`src/hdl/cfcr_pkg.sv`:
```
// ----------------------------------------------------------------------------
// cfcr_pkg
// Types and constants shared by the command frame checker and responder.
// ----------------------------------------------------------------------------
`default_nettype none

package cfcr_pkg;

    localparam int unsigned FRAME_LEN = 8;
    localparam int unsigned ECHO_LEN  = 4;

    localparam logic [7:0] ESC_BYTE  = 8'h1b;
    localparam logic [7:0] CMD_BOOST = 8'h48;  // 'H'
    localparam logic [7:0] RSP_TAG   = 8'h45;  // 'E'
    localparam logic [7:0] ZONE_ONE  = 8'd1;
    localparam logic [7:0] ZONE_TWO  = 8'd2;

    localparam logic [7:0] TARGET_MIN_RESET = 8'd50;
    localparam logic [7:0] TARGET_MAX_RESET = 8'd74;

    // Status codes carried in every response.
    localparam logic [2:0] ST_OK       = 3'd0;
    localparam logic [2:0] ST_CHECKSUM = 3'd1;
    localparam logic [2:0] ST_TARGET   = 3'd2;
    localparam logic [2:0] ST_ZONE     = 3'd3;
    localparam logic [2:0] ST_COMMAND  = 3'd4;
    localparam logic [2:0] ST_NO_ESC   = 3'd5;
    localparam logic [2:0] ST_LENGTH   = 3'd6;

    // Configuration register indexes.
    localparam logic CFG_TARGET_MIN = 1'b0;
    localparam logic CFG_TARGET_MAX = 1'b1;

    // Response byte positions.
    localparam logic [2:0] RSP_IDX_ESC  = 3'd0;
    localparam logic [2:0] RSP_IDX_TAG  = 3'd1;
    localparam logic [2:0] RSP_IDX_CODE = 3'd2;
    localparam logic [2:0] RSP_IDX_SUM  = 3'd7;

    typedef logic [7:0] byte_t;

    typedef struct packed {
        byte_t one_target;
        byte_t one_minutes;
        byte_t two_target;
        byte_t two_minutes;
    } zone_state_t;

endpackage

`default_nettype wire

```
`src/hdl/command_frame_checker_responder.sv`:
```
// ----------------------------------------------------------------------------
// command_frame_checker_responder
// Collects the bytes of one command transaction, checks the frame at its end,
// updates the zone boost settings and streams an eight-byte response.
// ----------------------------------------------------------------------------
//  Channel | Direction | Contents
//  s_      | in        | tdata = rx_byte, tlast = rx_end
//  m_      | out       | tdata = tx_byte, status, zone settings; tlast = tx_end
//  cfg_    | in        | index 0 target_min, index 1 target_max
//
//  One received byte is taken every cycle. The final byte's transfer sets a
//  check flag; the frame is then checked and an eight-byte response streams
//  on m_. Input stalls only while a finished frame waits for the previous
//  response's last byte to leave. Reset (aresetn low, synchronous) clears
//  the buffer, the counter and the zone settings.
// ----------------------------------------------------------------------------
`default_nettype none

module command_frame_checker_responder
    import cfcr_pkg::*;
(
    input  wire         aclk,
    input  wire         aresetn,
    input  wire         s_tvalid,
    output logic        s_tready,
    input  wire  [7:0]  s_tdata,   // [7:0] rx_byte
    input  wire         s_tlast,
    output logic        m_tvalid,
    input  wire         m_tready,
    output logic [47:0] m_tdata,   // [7:0] tx_byte, [10:8] status_code,
                                   // [18:11] zone_one_target, [26:19] zone_one_minutes,
                                   // [34:27] zone_two_target, [42:35] zone_two_minutes,
                                   // [47:43] zero
    output logic        m_tlast,
    input  wire         cfg_valid,
    output logic        cfg_ready,
    input  wire         cfg_index,
    input  wire  [7:0]  cfg_data
);

    byte_t       frame_reg [FRAME_LEN];
    logic [3:0]  count_reg;
    logic        check_reg;
    logic        len_ok_reg;
    byte_t       tmin_reg;
    byte_t       tmax_reg;
    zone_state_t zones_reg;

    logic        busy_reg;
    logic [2:0]  idx_reg;
    logic [2:0]  code_reg;
    byte_t       echo_reg [ECHO_LEN];
    byte_t       base_reg;
    zone_state_t snap_reg;

    logic        s_xfer;
    logic        load_ok;
    logic        load;
    logic        count_full;
    logic [3:0]  count_next;
    logic [2:0]  status;
    zone_state_t zones_next;
    byte_t       base_next;
    byte_t       tx_byte;

    assign cfg_ready  = 1'b1;
    assign load_ok    = !busy_reg || (m_tready && (idx_reg == RSP_IDX_SUM));
    assign load       = check_reg && load_ok;
    assign s_tready   = !check_reg || load_ok;
    assign s_xfer     = s_tvalid && s_tready;
    assign count_full = (count_reg == 4'(FRAME_LEN));
    assign count_next = count_full ? count_reg : count_reg + 4'd1;

    cfcr_check u_check (
        .frame      (frame_reg),
        .len_ok     (len_ok_reg),
        .target_min (tmin_reg),
        .target_max (tmax_reg),
        .zones      (zones_reg),
        .status     (status),
        .zones_next (zones_next)
    );

    // Partial response checksum; the status code is added on the way out.
    assign base_next = ESC_BYTE + RSP_TAG + frame_reg[0] + frame_reg[1]
                     + frame_reg[2] + frame_reg[3];

    // Frame collection and configuration.
    always_ff @(posedge aclk) begin
        if (!aresetn) begin
            for (int i = 0; i < FRAME_LEN; i++) begin
                frame_reg[i] <= '0;
            end
            count_reg  <= '0;
            check_reg  <= 1'b0;
            len_ok_reg <= 1'b0;
            tmin_reg   <= TARGET_MIN_RESET;
            tmax_reg   <= TARGET_MAX_RESET;
            zones_reg  <= '0;
        end else begin
            if (cfg_valid) begin
                unique case (cfg_index)
                    CFG_TARGET_MIN: tmin_reg <= cfg_data;
                    CFG_TARGET_MAX: tmax_reg <= cfg_data;
                    default: ;
                endcase
            end
            if (load) begin
                zones_reg <= zones_next;
            end
            // A final byte may arrive in the same cycle the pending frame is taken.
            if (s_xfer && s_tlast) begin
                check_reg <= 1'b1;
            end else if (load) begin
                check_reg <= 1'b0;
            end
            if (s_xfer) begin
                if (!count_full) begin
                    frame_reg[count_reg[2:0]] <= s_tdata;
                end
                if (s_tlast) begin
                    count_reg  <= '0;
                    len_ok_reg <= (count_next == 4'(FRAME_LEN));
                end else begin
                    count_reg <= count_next;
                end
            end
        end
    end

    // Response sequencer.
    always_ff @(posedge aclk) begin
        if (!aresetn) begin
            busy_reg <= 1'b0;
            idx_reg  <= '0;
        end else if (load) begin
            busy_reg <= 1'b1;
            idx_reg  <= '0;
        end else if (busy_reg && m_tready) begin
            if (idx_reg == RSP_IDX_SUM) begin
                busy_reg <= 1'b0;
            end
            idx_reg <= idx_reg + 3'd1;
        end
    end

    always_ff @(posedge aclk) begin
        if (load) begin
            code_reg <= status;
            base_reg <= base_next;
            snap_reg <= zones_next;
            for (int i = 0; i < ECHO_LEN; i++) begin
                echo_reg[i] <= frame_reg[i];
            end
        end
    end

    always_comb begin
        case (idx_reg)
            RSP_IDX_ESC:  tx_byte = ESC_BYTE;
            RSP_IDX_TAG:  tx_byte = RSP_TAG;
            RSP_IDX_CODE: tx_byte = {5'd0, code_reg};
            RSP_IDX_SUM:  tx_byte = base_reg + {5'd0, code_reg};
            default:      tx_byte = echo_reg[2'(idx_reg - 3'd3)];
        endcase
    end

    assign m_tvalid = busy_reg;
    assign m_tlast  = (idx_reg == RSP_IDX_SUM);
    assign m_tdata  = {5'd0, snap_reg.two_minutes, snap_reg.two_target,
                       snap_reg.one_minutes, snap_reg.one_target, code_reg, tx_byte};

endmodule

`default_nettype wire

```
`src/hdl/cfcr_check.sv`:
```
// ----------------------------------------------------------------------------
// cfcr_check
// Validates a completed frame and computes the status code and the zone
// settings that result from it.
// ----------------------------------------------------------------------------
`default_nettype none

module cfcr_check
    import cfcr_pkg::*;
(
    input  var byte_t       frame   [FRAME_LEN],
    input  wire             len_ok,
    input  var byte_t       target_min,
    input  var byte_t       target_max,
    input  var zone_state_t zones,
    output logic [2:0]      status,
    output zone_state_t     zones_next
);

    byte_t sum7;
    logic  in_range;

    always_comb begin
        sum7 = '0;
        for (int i = 0; i < FRAME_LEN - 1; i++) begin
            sum7 = sum7 + frame[i];
        end
    end

    assign in_range = (frame[3] >= target_min) && (frame[3] <= target_max);

    always_comb begin
        zones_next = zones;
        if (!len_ok) begin
            status = ST_LENGTH;
        end else if (sum7 != frame[FRAME_LEN-1]) begin
            status = ST_CHECKSUM;
        end else if (frame[0] != ESC_BYTE) begin
            status = ST_NO_ESC;
        end else if (frame[1] != CMD_BOOST) begin
            status = ST_COMMAND;
        end else if (frame[2] == ZONE_ONE) begin
            if (in_range) begin
                status                 = ST_OK;
                zones_next.one_target  = frame[3];
                zones_next.one_minutes = frame[4];
            end else begin
                status                 = ST_TARGET;
                zones_next.one_minutes = '0;
            end
        end else if (frame[2] == ZONE_TWO) begin
            if (in_range) begin
                status                 = ST_OK;
                zones_next.two_target  = frame[3];
                zones_next.two_minutes = frame[4];
            end else begin
                status                 = ST_TARGET;
                zones_next.two_minutes = '0;
            end
        end else begin
            status                 = ST_ZONE;
            zones_next.one_minutes = '0;
            zones_next.two_minutes = '0;
        end
    end

endmodule

`default_nettype wire

```
`config.mk`:
```
export PLATFORM = sky130hd
export DESIGN_NAME = command_frame_checker_responder
export DESIGN_NICKNAME = d
export VERILOG_FILES = /design/src/hdl/cfcr_pkg.sv /design/src/hdl/command_frame_checker_responder.sv /design/src/hdl/cfcr_check.sv
export SDC_FILE = /design/constraint.sdc
export NUM_CORES = 1
export LEC_CHECK = 0
export BUFFER_PORTS_ARGS = -buffer_cell sky130_fd_sc_hd__buf_2
export CAP_MARGIN = 30
export CORE_ASPECT_RATIO = 0.6
export CORE_MARGIN = 1
export CORE_UTILIZATION = 55
export DETAILED_ROUTE_END_ITERATION = 6
export HOLD_SLACK_MARGIN = 0.1
export PLACE_DENSITY_LB_ADDON = 0.15
export RECOVER_POWER = 25
export SLEW_MARGIN = 20
export SYNTH_ARGS = -nofsm -noshare
export SYNTH_HDL_FRONTEND = slang
export SYNTH_SLANG_ARGS = --single-unit
```
`constraint.sdc`:
```
create_clock -name aclk -period 5.2 [get_ports aclk]
set_input_delay 1.04 -clock aclk [delete_from_list [all_inputs] [get_ports aclk]]
set_output_delay 1.04 -clock aclk [all_outputs]
set_load 0.01 [all_outputs]
```
### After elaboration in Yosys (flattened, before gate mapping)

Memories as Yosys holds them, arrays and structs flattened.
Cells that the tools add are included.

| operators by class | value |
|---|---|
| add/subtract/negate cells | 14 |
| multipliers | 0 |
| divide/modulo/power cells | 0 |
| order comparisons | 4 |
| eq/ne operators | 10 |
| shifts and indexed selects | 0 |
| muxes and demuxes | 32 |
| bitwise operators | 4 |
| reduce and logical (&&, ||, !) cells | 21 |

Operator list:

| kind | number |
|---|---|
| $mux 32 | 4 |
| $add 8x8->8 | 9 |
| $mux 8 | 9 |
| $bwmux 64 | 1 |
| $pmux 8 s4 | 1 |
| $demux 8 s3 | 1 |
| $mux 16 | 1 |
| $mux 3 | 4 |
| $reduce_and 2->1 | 5 |
| $add 7x8->8 const A | 1 |
| $add 8x3->8 | 1 |
| $eq 4x4->1 const B | 2 |
| $eq 8x1->1 const B | 1 |
| $eq 8x2->1 const B | 1 |
| $ge 8x8->1 | 1 |
| $le 8x8->1 | 1 |
| $mux 4 | 2 |
| $ne 8x5->1 const B | 1 |
| $ne 8x7->1 const B | 1 |
| $ne 8x8->1 | 1 |
| $logic_and 1x1->1 | 7 |
| $mux 1 | 7 |
| $reduce_bool 2->1 | 3 |
| $add 4x1->4 const B | 1 |
| 14 further kinds | 19 |

| word-level totals | value |
|---|---|
| register bits after elaboration | 165 |
| bits in latches | 0 |
| bits in writable memories | 32 |
| memory bits (read-only) | 0 |
| input bits | 23 |
| output and inout port bits | 52 |
| logic and storage cells | 111 |
| memories kept | 1 |

Memory list:

| memory | depth | width | read ports | clocked after Yosys merged registers in | wr ports | RTL line | text |
|---|---|---|---|---|---|---|---|
| echo_reg | 4 | 8 | 1 | 0 | 4 | command_frame_checker_responder.sv:52 | `byte_t echo_reg [ECHO_LEN];` |

### Depth between registers and ports, before layout

Gate-level depths: netlist (run 1).

| logic depth | value |
|---|---|
| word-level depth | 9 |
| gate-level depth with buffers | 18 |
| depth with buffers taken out | 15 |

### By module

A second synthesis (run 1) with hierarchy kept.

| unflattened totals | value |
|---|---|
| cell total of the unflattened synthesis | 999 |
| area total of the unflattened synthesis | 10689.0 um^2 |

Modules (own cells, without submodules):

| module | instances | cells an instance | area an instance (um^2) | seq. area each (um^2) |
|---|---|---|---|---|
| command_frame_checker_responder | 1 | 775 | 8549.4 | 4694.5 |
| cfcr_check | 1 | 224 | 2139.6 | 0.0 |

### Worst setup path before layout (run 1)

No wires, ideal clock.

| timing | value |
|---|---|
| path type | register -> register |
| start | register frame_reg[34] (netlist bit) |
| end | register snap_reg, in the netlist m_tdata[28] (data pin) |
| setup time | 0.262 ns |
| data arrival time | 4.910 ns |
| required time | 4.938 ns |
| setup slack | 0.028 ns |
| stages on the path, launching flop included | 14 |
| buffers on the path | 2 |
| clock period less this slack | 5.172 ns |
| cells stage by stage | dfxtp_1 -> fa_1 -> fa_1 -> fa_1 -> fa_1 -> fa_1 -> xor2_1 -> a2111oi_0 -> o2111ai_1 -> or3_1 -> buf_6 -> nor3_4 -> buf_4 -> mux2_1 |

RTL lines:

| what | RTL line | text |
|---|---|---|
| start, declared | command_frame_checker_responder.sv:41 | `byte_t frame_reg [FRAME_LEN];` |
| start signal, assigned by index | command_frame_checker_responder.sv:119 | `frame_reg[count_reg[2:0]] <= s_tdata;` |
| end signal, assigned | command_frame_checker_responder.sv:151 | `snap_reg <= zones_next;` |
| end, declared | command_frame_checker_responder.sv:54 | `zone_state_t snap_reg;` |

==> results.tsv, run 1 <==
metric	value	unit
syn_inst	868	
ys_top_cells_by_count	dfxtp_1 (122), nor2_1 (84), edfxtp_1 (75), mux2i_1 (64), nand2_1 (55)	
end_kind	flip-flop	
synth_fa_ha_area_share	14.40	%
critPathMaxStageDelay	0.53	ns
netSwitchingFraction	25.72	%
root_buffer	clkbuf_16	
yosysMostFrequentCell	dfxtp_1	
leakagePower	4.815	nW
vias	7097	
synth_top_family_by_area	adder cells	
start_util	57.02	%
critPathRequiredTime	5.39	ns
max-cap-violations	1	
clk_latency	0.44	ns
gp_congestion	0.9379	
crit_type	flip-flop to flip-flop	
seqPwrFrac	51.9	%
stdcell_area	11260	um^2
cts_sinks	197	
slew_headroom	-10.85	%
crit_slowest_cell	fa_1	
seq_area	4695	um^2
yosys-top-cells-area	dfxtp_1 (25%), edfxtp_1 (23%), fa_1 (8.5%), mux2i_1 (6.5%), ha_1 (5.9%)	
async_flop_share	0	%
postSynthAreaPerCell	11.43	um^2
internal_power	0.002363	W
critPathMostFrequentCell	fa_1	
crit_fanout	10	
seq_area_frac_synth	47.30	%
synth_compound_area_share	10.40	%
drt_iter0_drc	694	
die_w	175.4	um
syn_area	9925	um^2
synthSimpleGateAreaFrac	9.934	%
multi_input_area	4877	um^2
holdCritPathClass	flip-flop to flip-flop	
grtUsageTotal	27.80	%
die_h	106.1	um
final_cells	1212	
drive_gt1_share	13.39	%
tns	0	ns
synth_top_flop_cell	dfxtp_1	
largest_reg_flops	64	
grt_pass1_vias	6874	
place_inst	1178	
finalWirelength	24.78	mm
dr.pass1.iters	5	
grt_pass1_wl	38.52	mm
core	17410	um^2
path_clk_slew	0.07	ns
finalSetupViolations	0	
antennaDiodeCount	0	
boundaryPins	75	
cts-htree-levels	4	
clock-skew-final	0.01152	ns
die-area	18600	um^2
antenna_found_initial	0	
grt_max_degree	67	
peakVddDrop	225.5	uV
p_per_area	282.5	nW/um^2
hold_buffers	0	
synth_area_leader_cell	dfxtp_1	
synth_edf_count	75	
cp.arrival	5.23	ns
io_buffers	68	
wire_per_inst	20.45	um
clockPowerShare	39.8	%
fmax	198.2	MHz
fin_crit	5.044	ns
drtAntennaViolNets	0	
cts_tree	yes	
ys_types	58	
violations	max-capacitance violations, max-slew violations	
rows	37	
area_delta_synth_final	13.48	%
viasPerCell	5.856	
synth-seq-cells	197	
synth.mux.area_fraction	10.09	%
yosysWarnings	0	
worst_pin_slew	1.663	ns
fill_cells	1363	
dpl.hpwl	18.31	mm
numCtsBuffers	17	
cp-start-kind	flip-flop	
synthXorXnorAreaFrac	3.530	%
drcViolationCount	0	
path_cells	fa_1 > fa_1 > fa_1 > fa_2 > fa_2 > a21o_1 > a21oi_2 > xnor2_1 > o2111ai_2 > or3_1 > buf_6 > or3_4 > a22o_1	
overflow	0	
hold_viol	0	
synth_top_area_share	24.61	%
p_switching	0.0008183	W
dpl_cell_area	10750	um^2
finalMaxSlewViolations	39	
clock_path_buffers	2	
p_comb_share	8.3	%
run_status	complete, but fails checks	
post-route-period-util	97.01	%
nets	1077	
==> metal layers <==
metal | vias up | GRT usage (%) | wire, um
li1 | 3289 | - | -
met1 | 3463 | 42.11 | 12050
met2 | 319 | 38.04 | 10140
met3 | 26 | 8.298 | 2267
met4 | 0 | 7.826 | 320
met5 | - | 0 | 0
==> through the flow <==
| stage | hold slack [ns] | util (%) | setup WS (ns) | power (W) |
|---|---|---|---|---|
| detailed placement | 0.4487 | 61.77 | -0.05331 | 0.001941 |
| global route | 0.4759 | 64.70 | -0.01672 | 0.003288 |
| floorplan | 0.4340 | - | 0.02787 | 0.001856 |
| finish | 0.4587 | 64.70 | 0.1557 | 0.003182 |
| CTS | 0.4589 | 65.11 | 0.04477 | 0.003189 |
| global placement | 0.4475 | 61.77 | 0.03858 | 0.001931 |
==> placed cells by master (no fill, tap or decap), types with 30 or more instances in the layout <==
master      n
nor2_1     84
buf_2      30
a22o_1     32
inv_1      51
mux2i_1    64
edfxtp_1   75
a21oi_1    46
nand2_1    55
fa_1       39
clkbuf_1   61
ha_1       47
dfxtp_1   122
==> timing repair <==
item,in CTS,in global routing
setup buffers,0,1
pin swaps,0,5
gates resized for setup,3,11
endpoints found under the setup margin,17,60
endpoints found under the hold margin,0,0
==> final timing paths <==
path / startpoint / endpoint / slack (ns) / cells past startpoint
setup reg to reg: frame_reg[50] / m_tdata[39] / 0.16 / 13
hold reg to reg: tmin_reg[2] / tmin_reg[2] / 0.46 / 2
setup / recovery: frame_reg[50] / m_tdata[39] / 0.16 / 13
hold / removal: tmin_reg[2] / tmin_reg[2] / 0.46 / 2
==> cell families (layout without fill, tap and decap cells) <==
logic type               Yosys count  count (layout)
buffers and inverters            100             206
XOR/XNOR                          36              36
adder cells (fa/ha/maj)           89              89
AND/OR/NAND/NOR                  208             208
multiplexers                      88              88
other                              2               6
AO/OA/AOI/OAI                    148             148
flip-flops                       197             197
==> power by group through the flow <==
stage	clock network (W)	registers, W	logic [W]
after floorplan	0	0.00168	0.000175
final	0.00127	0.00165	0.000265
after detailed placement	0	0.00169	0.000255
after global routing	0.00134	0.00165	0.000291
after CTS	0.00128	0.00165	0.000258
after global placement	0	0.00168	0.000247
==> area by class of cell <==
cell class / count / area share, %
clock buffers: 18 / 3.811
clock inverters: 14 / 1.222
inverters: 52 / 1.733
multi-input cells: 575 / 43.31
flip-flops and latches: 197 / 41.68
well taps: 234 / 2.600
repair buffers: 122 / 5.644
==> critical path, delay by kind of cell (launching register included) <==
kind	cells	cell delay [ns]
adder cells (fa/ha/maj)	5	2.45
AND/OR/NAND/NOR	2	0.86
AO/OA/AOI/OAI	4	0.80
flip-flops	1	0.33
XOR/XNOR	1	0.17
buffers and inverters	1	0.17
Power figures use the tool's default switching activity.
==> run 2, diff against run 1 <==
--- a/config.mk
+++ b/config.mk
@@ -5,12 +5,13 @@
 export SDC_FILE = /design/constraint.sdc
 export NUM_CORES = 1
 export LEC_CHECK = 0
-export BUFFER_PORTS_ARGS = -buffer_cell sky130_fd_sc_hd__buf_2
+export ABC_AREA = 1
 export CAP_MARGIN = 30
 export CORE_ASPECT_RATIO = 0.6
 export CORE_MARGIN = 1
-export CORE_UTILIZATION = 55
+export CORE_UTILIZATION = 58
 export DETAILED_ROUTE_END_ITERATION = 6
+export DONT_BUFFER_PORTS = 1
 export HOLD_SLACK_MARGIN = 0.1
 export PLACE_DENSITY_LB_ADDON = 0.15
 export RECOVER_POWER = 25
==> run 2 against run 1 <==
Effect of this change:
- the run now ends clean
- total power increased by 4.1%
- routed wire length is 9.7% higher
- utilization rose by 0.77 points
- count of clock-buffer cells in the layout unchanged
- synthesized area up 7.0%
- register-to-register slack better by 0.06 ns
- final cell count up 22%
- combinational power rose by 7.9%
- global-route usage grew 2.2 points
- maximum frequency grew 1.2%
- sequential power hardly changed
- critical path type unchanged
- largest power group unchanged
==> results.tsv, run 2 <==
metric	value	unit	change
run_status	finished, final reports clean		
syn_area	10620	um^2	+7.0%
layout_common_cells	nand2_1 (251), inv_1 (151), dfxtp_1 (122), nor2_1 (99), nand3_1 (96)		
slew_headroom	38.87	%	+50 points
dr.pass1.iters	5		unchanged
p_comb_share	8.6	%	+0.3 points
whs_path_depth	2		unchanged
synth_compound_area_share	11.37	%	+0.97 points
ys_types	48		-17%
finalWirelength	27.18	mm	+9.7%
max-cap-violations	0		-1
cp-start-kind	flip-flop		
grt_pass1_wl	42.14	mm	+9.4%
critPathRequiredTime	5.39	ns	about the same
path_clk_slew	0.08	ns	about the same
end_kind	flip-flop		
reg2reg_depth	14		+1
fmax	200.7	MHz	+1.2%
grt_pass1_vias	7474		+8.7%
viasPerCell	5.612		-4.2%
drive_gt1_share	8.776	%	-4.6 points
root_buffer	clkbuf_16		
grt_max_degree	72		+7.5%
overflow	0		unchanged
die_h	106.8	um	+0.72%
nets	1341		+25%
synthSimpleGateAreaFrac	21.52	%	+12 points
worst_pin_slew	0.9093	ns	-0.7534 ns
crit_type	flip-flop to flip-flop		
use_met1	48.04	%	+5.9 points
grtUsageTotal	30.02	%	+2.2 points
internal_power	0.002425	W	+2.6%
core	17500	um^2	+0.53%
finalSetupViolations	0		unchanged
synth_top_area_share	23.00	%	-1.6 points
peakVddDrop	218.8	uV	-3.0%
use_met2	39.66	%	+1.6 points
place_inst	1437		+22%
antennaDiodeCount	0		unchanged
drcViolationCount	0		unchanged
boundaryPins	75		unchanged
die_w	176.7	um	+0.73%
tns	0	ns	unchanged
fin_crit	4.984	ns	-0.06062 ns
dpl.hpwl	19.84	mm	+8.4%
hold_viol	0		unchanged
final_common_cell	nand2_1		
r2r-end	m_tdata[26]		
postSynthAreaPerCell	8.670	um^2	-24%
worst-r2r-setup-slack	0.22	ns	+0.06 ns
seqPwrFrac	50.7	%	-1.2 points
synth_area_leader_cell	dfxtp_1		
synth_edf_count	75		unchanged
numCtsBuffers	17		unchanged
yosysWarnings	0		unchanged
grt_util_met3	7.943	%	-0.35 points
crit_fanout	10		unchanged
cp.arrival	5.17	ns	-0.06 ns
busiest_layer	met1		
area_delta_synth_final	7.870	%	
drt_iter0_drc	957		+38%
rows	37		unchanged
cts_tree	yes		
yosysMostFrequentCell	nand2_1		
vias	8283		+17%
async_flop_share	0	%	unchanged
die-area	18870	um^2	+1.5%
clk_latency	0.44	ns	about the same
gp_congestion	0.8861		-5.5%
clockPowerShare	40.6	%	+0.8 points
rsz0062_at_grt	false		
wire_per_inst	18.42	um	-9.9%
io_buffers	0		-100%
holdCritPathClass	flip-flop to flip-flop		
p_switching	0.0008864	W	+8.3%
largest_reg_flops	64		unchanged
final_cells	1476		+22%
min_from	zones_reg[30]		
antenna_found_initial	0		unchanged
netSwitchingFraction	26.77	%	+1.1 points
synth_top_family_by_area	simple AND/OR/NAND/NOR gates		
cts-htree-levels	4		unchanged
p_per_area	289.0	nW/um^2	+2.3%
leakagePower	4.924	nW	+2.3%
synth_fa_ha_area_share	13.45	%	-0.94 points
clock-skew-final	0.01074	ns	-0.0007797 ns
ys_top_cells_by_count	nand2_1 (251), inv_1 (151), dfxtp_1 (122), nor2_1 (101), nand3_1 (96)		
syn_inst	1225		+41%
synth_top_flop_cell	dfxtp_1		
synthXorXnorAreaFrac	1.320	%	-2.2 points
yosys-top-cells-area	dfxtp_1 (23%), edfxtp_1 (21%), nand2_1 (8.9%), fa_1 (7.9%), ha_1 (5.5%)		
finalMaxSlewViolations	0		-100%
rr_startpoint	frame_reg[50]		
cts_sinks	197		unchanged
seq_area_frac_synth	44.20	%	-3.1 points
whs_endpoint	zones_reg[30]		
post-route-period-util	95.84	%	-1.2 points
clock_path_buffers	2		unchanged
synth.mux.area_fraction	0	%	-10 points
drtAntennaViolNets	0		unchanged
start_util	60.69	%	+3.7 points
synth-seq-cells	197		unchanged
-- run 2: changes by cell type in the layout (fill, tap and decap cells not counted), sizes merged, moves of 32 or more --
cell	change
a22o	-32
nand3	+76
nand2	+217
clkbuf	-52
buf	-48
inv	+111
o21ai	+71
mux2i	-64
-- run 2: worst max-delay path: stages, from the launching register on --
cell	delay [ns]
dfxtp_1	0.42
fa_1	0.51
fa_1	0.58
fa_1	0.44
fa_1	0.57
fa_2	0.61
xnor2_1	0.12
nand3_1	0.09
nor2_1	0.10
nand3_1	0.12
nor3_4	0.26
buf_4	0.20
nand4_2	0.35
o21bai_1	0.26
nand2_1	0.10
-- run 2: worst max-delay path by stage --
stage                     slack [ns]  cells after the start             to          start
after floorplan                 0.73                     15    m_tdata[35]  frame_reg[34]
after global placement          0.37                     19  zones_reg[13]  frame_reg[50]
after detailed placement        0.25                     19  zones_reg[31]  frame_reg[42]
after CTS                       0.23                     19  zones_reg[31]  frame_reg[42]
after global routing            0.02                     15    m_tdata[20]  frame_reg[42]
final                           0.22                     14    m_tdata[26]  frame_reg[50]
-- run 2: final cells by class --
type / instances / area [um^2]
sequential: 197 / 4695
timing repair buffer: 22 / 151.4
inverter: 163 / 611.8
tap: 234 / 292.8
multi-input combinational: 828 / 5117
fill: 1445 / 6043
clock inverter: 14 / 158.9
clock buffer: 18 / 429.2
-- run 2: repair_timing --
action                                  CTS  global route
buffers inserted                          0             6
gates resized for setup                   0             3
endpoints found under the hold margin     0             0
endpoints found under the setup margin    0            40
hold buffers                              0             0
-- run 2: per-layer routing --
layer  routed length [um]  share of wire (%)
met5                    0                  0
met4                  280                1.0
met3                 2790                 10
met2                10770                 40
met1                13340                 49
-- run 2: logic make-up after synthesis --
| logic type | Yosys count |
|---|---|
| simple gates | 508 |
| compound gates | 208 |
| buf+inv | 205 |
| flops | 197 |
| fa+ha+maj | 89 |
| xor+xnor | 16 |
| other cells | 2 |
-- run 2: metrics by stage --
stage	hold WS, ns	total power [W]	cell area, um^2	setup WS (ns)	utilization (%)
finish	0.4554	0.003311	11460	0.2163	65.47
global route	0.4812	0.003424	11460	0.01554	65.47
CTS	0.4581	0.003305	11410	0.2293	65.19
detailed placement	0.4436	0.001987	10820	0.2522	61.83
global placement	0.4373	0.001980	10820	0.3687	61.83
floorplan	0.4226	0.001916	10640	0.7343	-
-- run 2: power by group through the flow --
stage	Clock, W	Combinational (W)	Sequential, W
final	0.00135	0.000286	0.00168
after global routing	0.00142	0.000321	0.00168
after CTS	0.00135	0.000275	0.00168
after detailed placement	0	0.000273	0.00171
after global placement	0	0.000267	0.00171
after floorplan	0	0.000217	0.00170
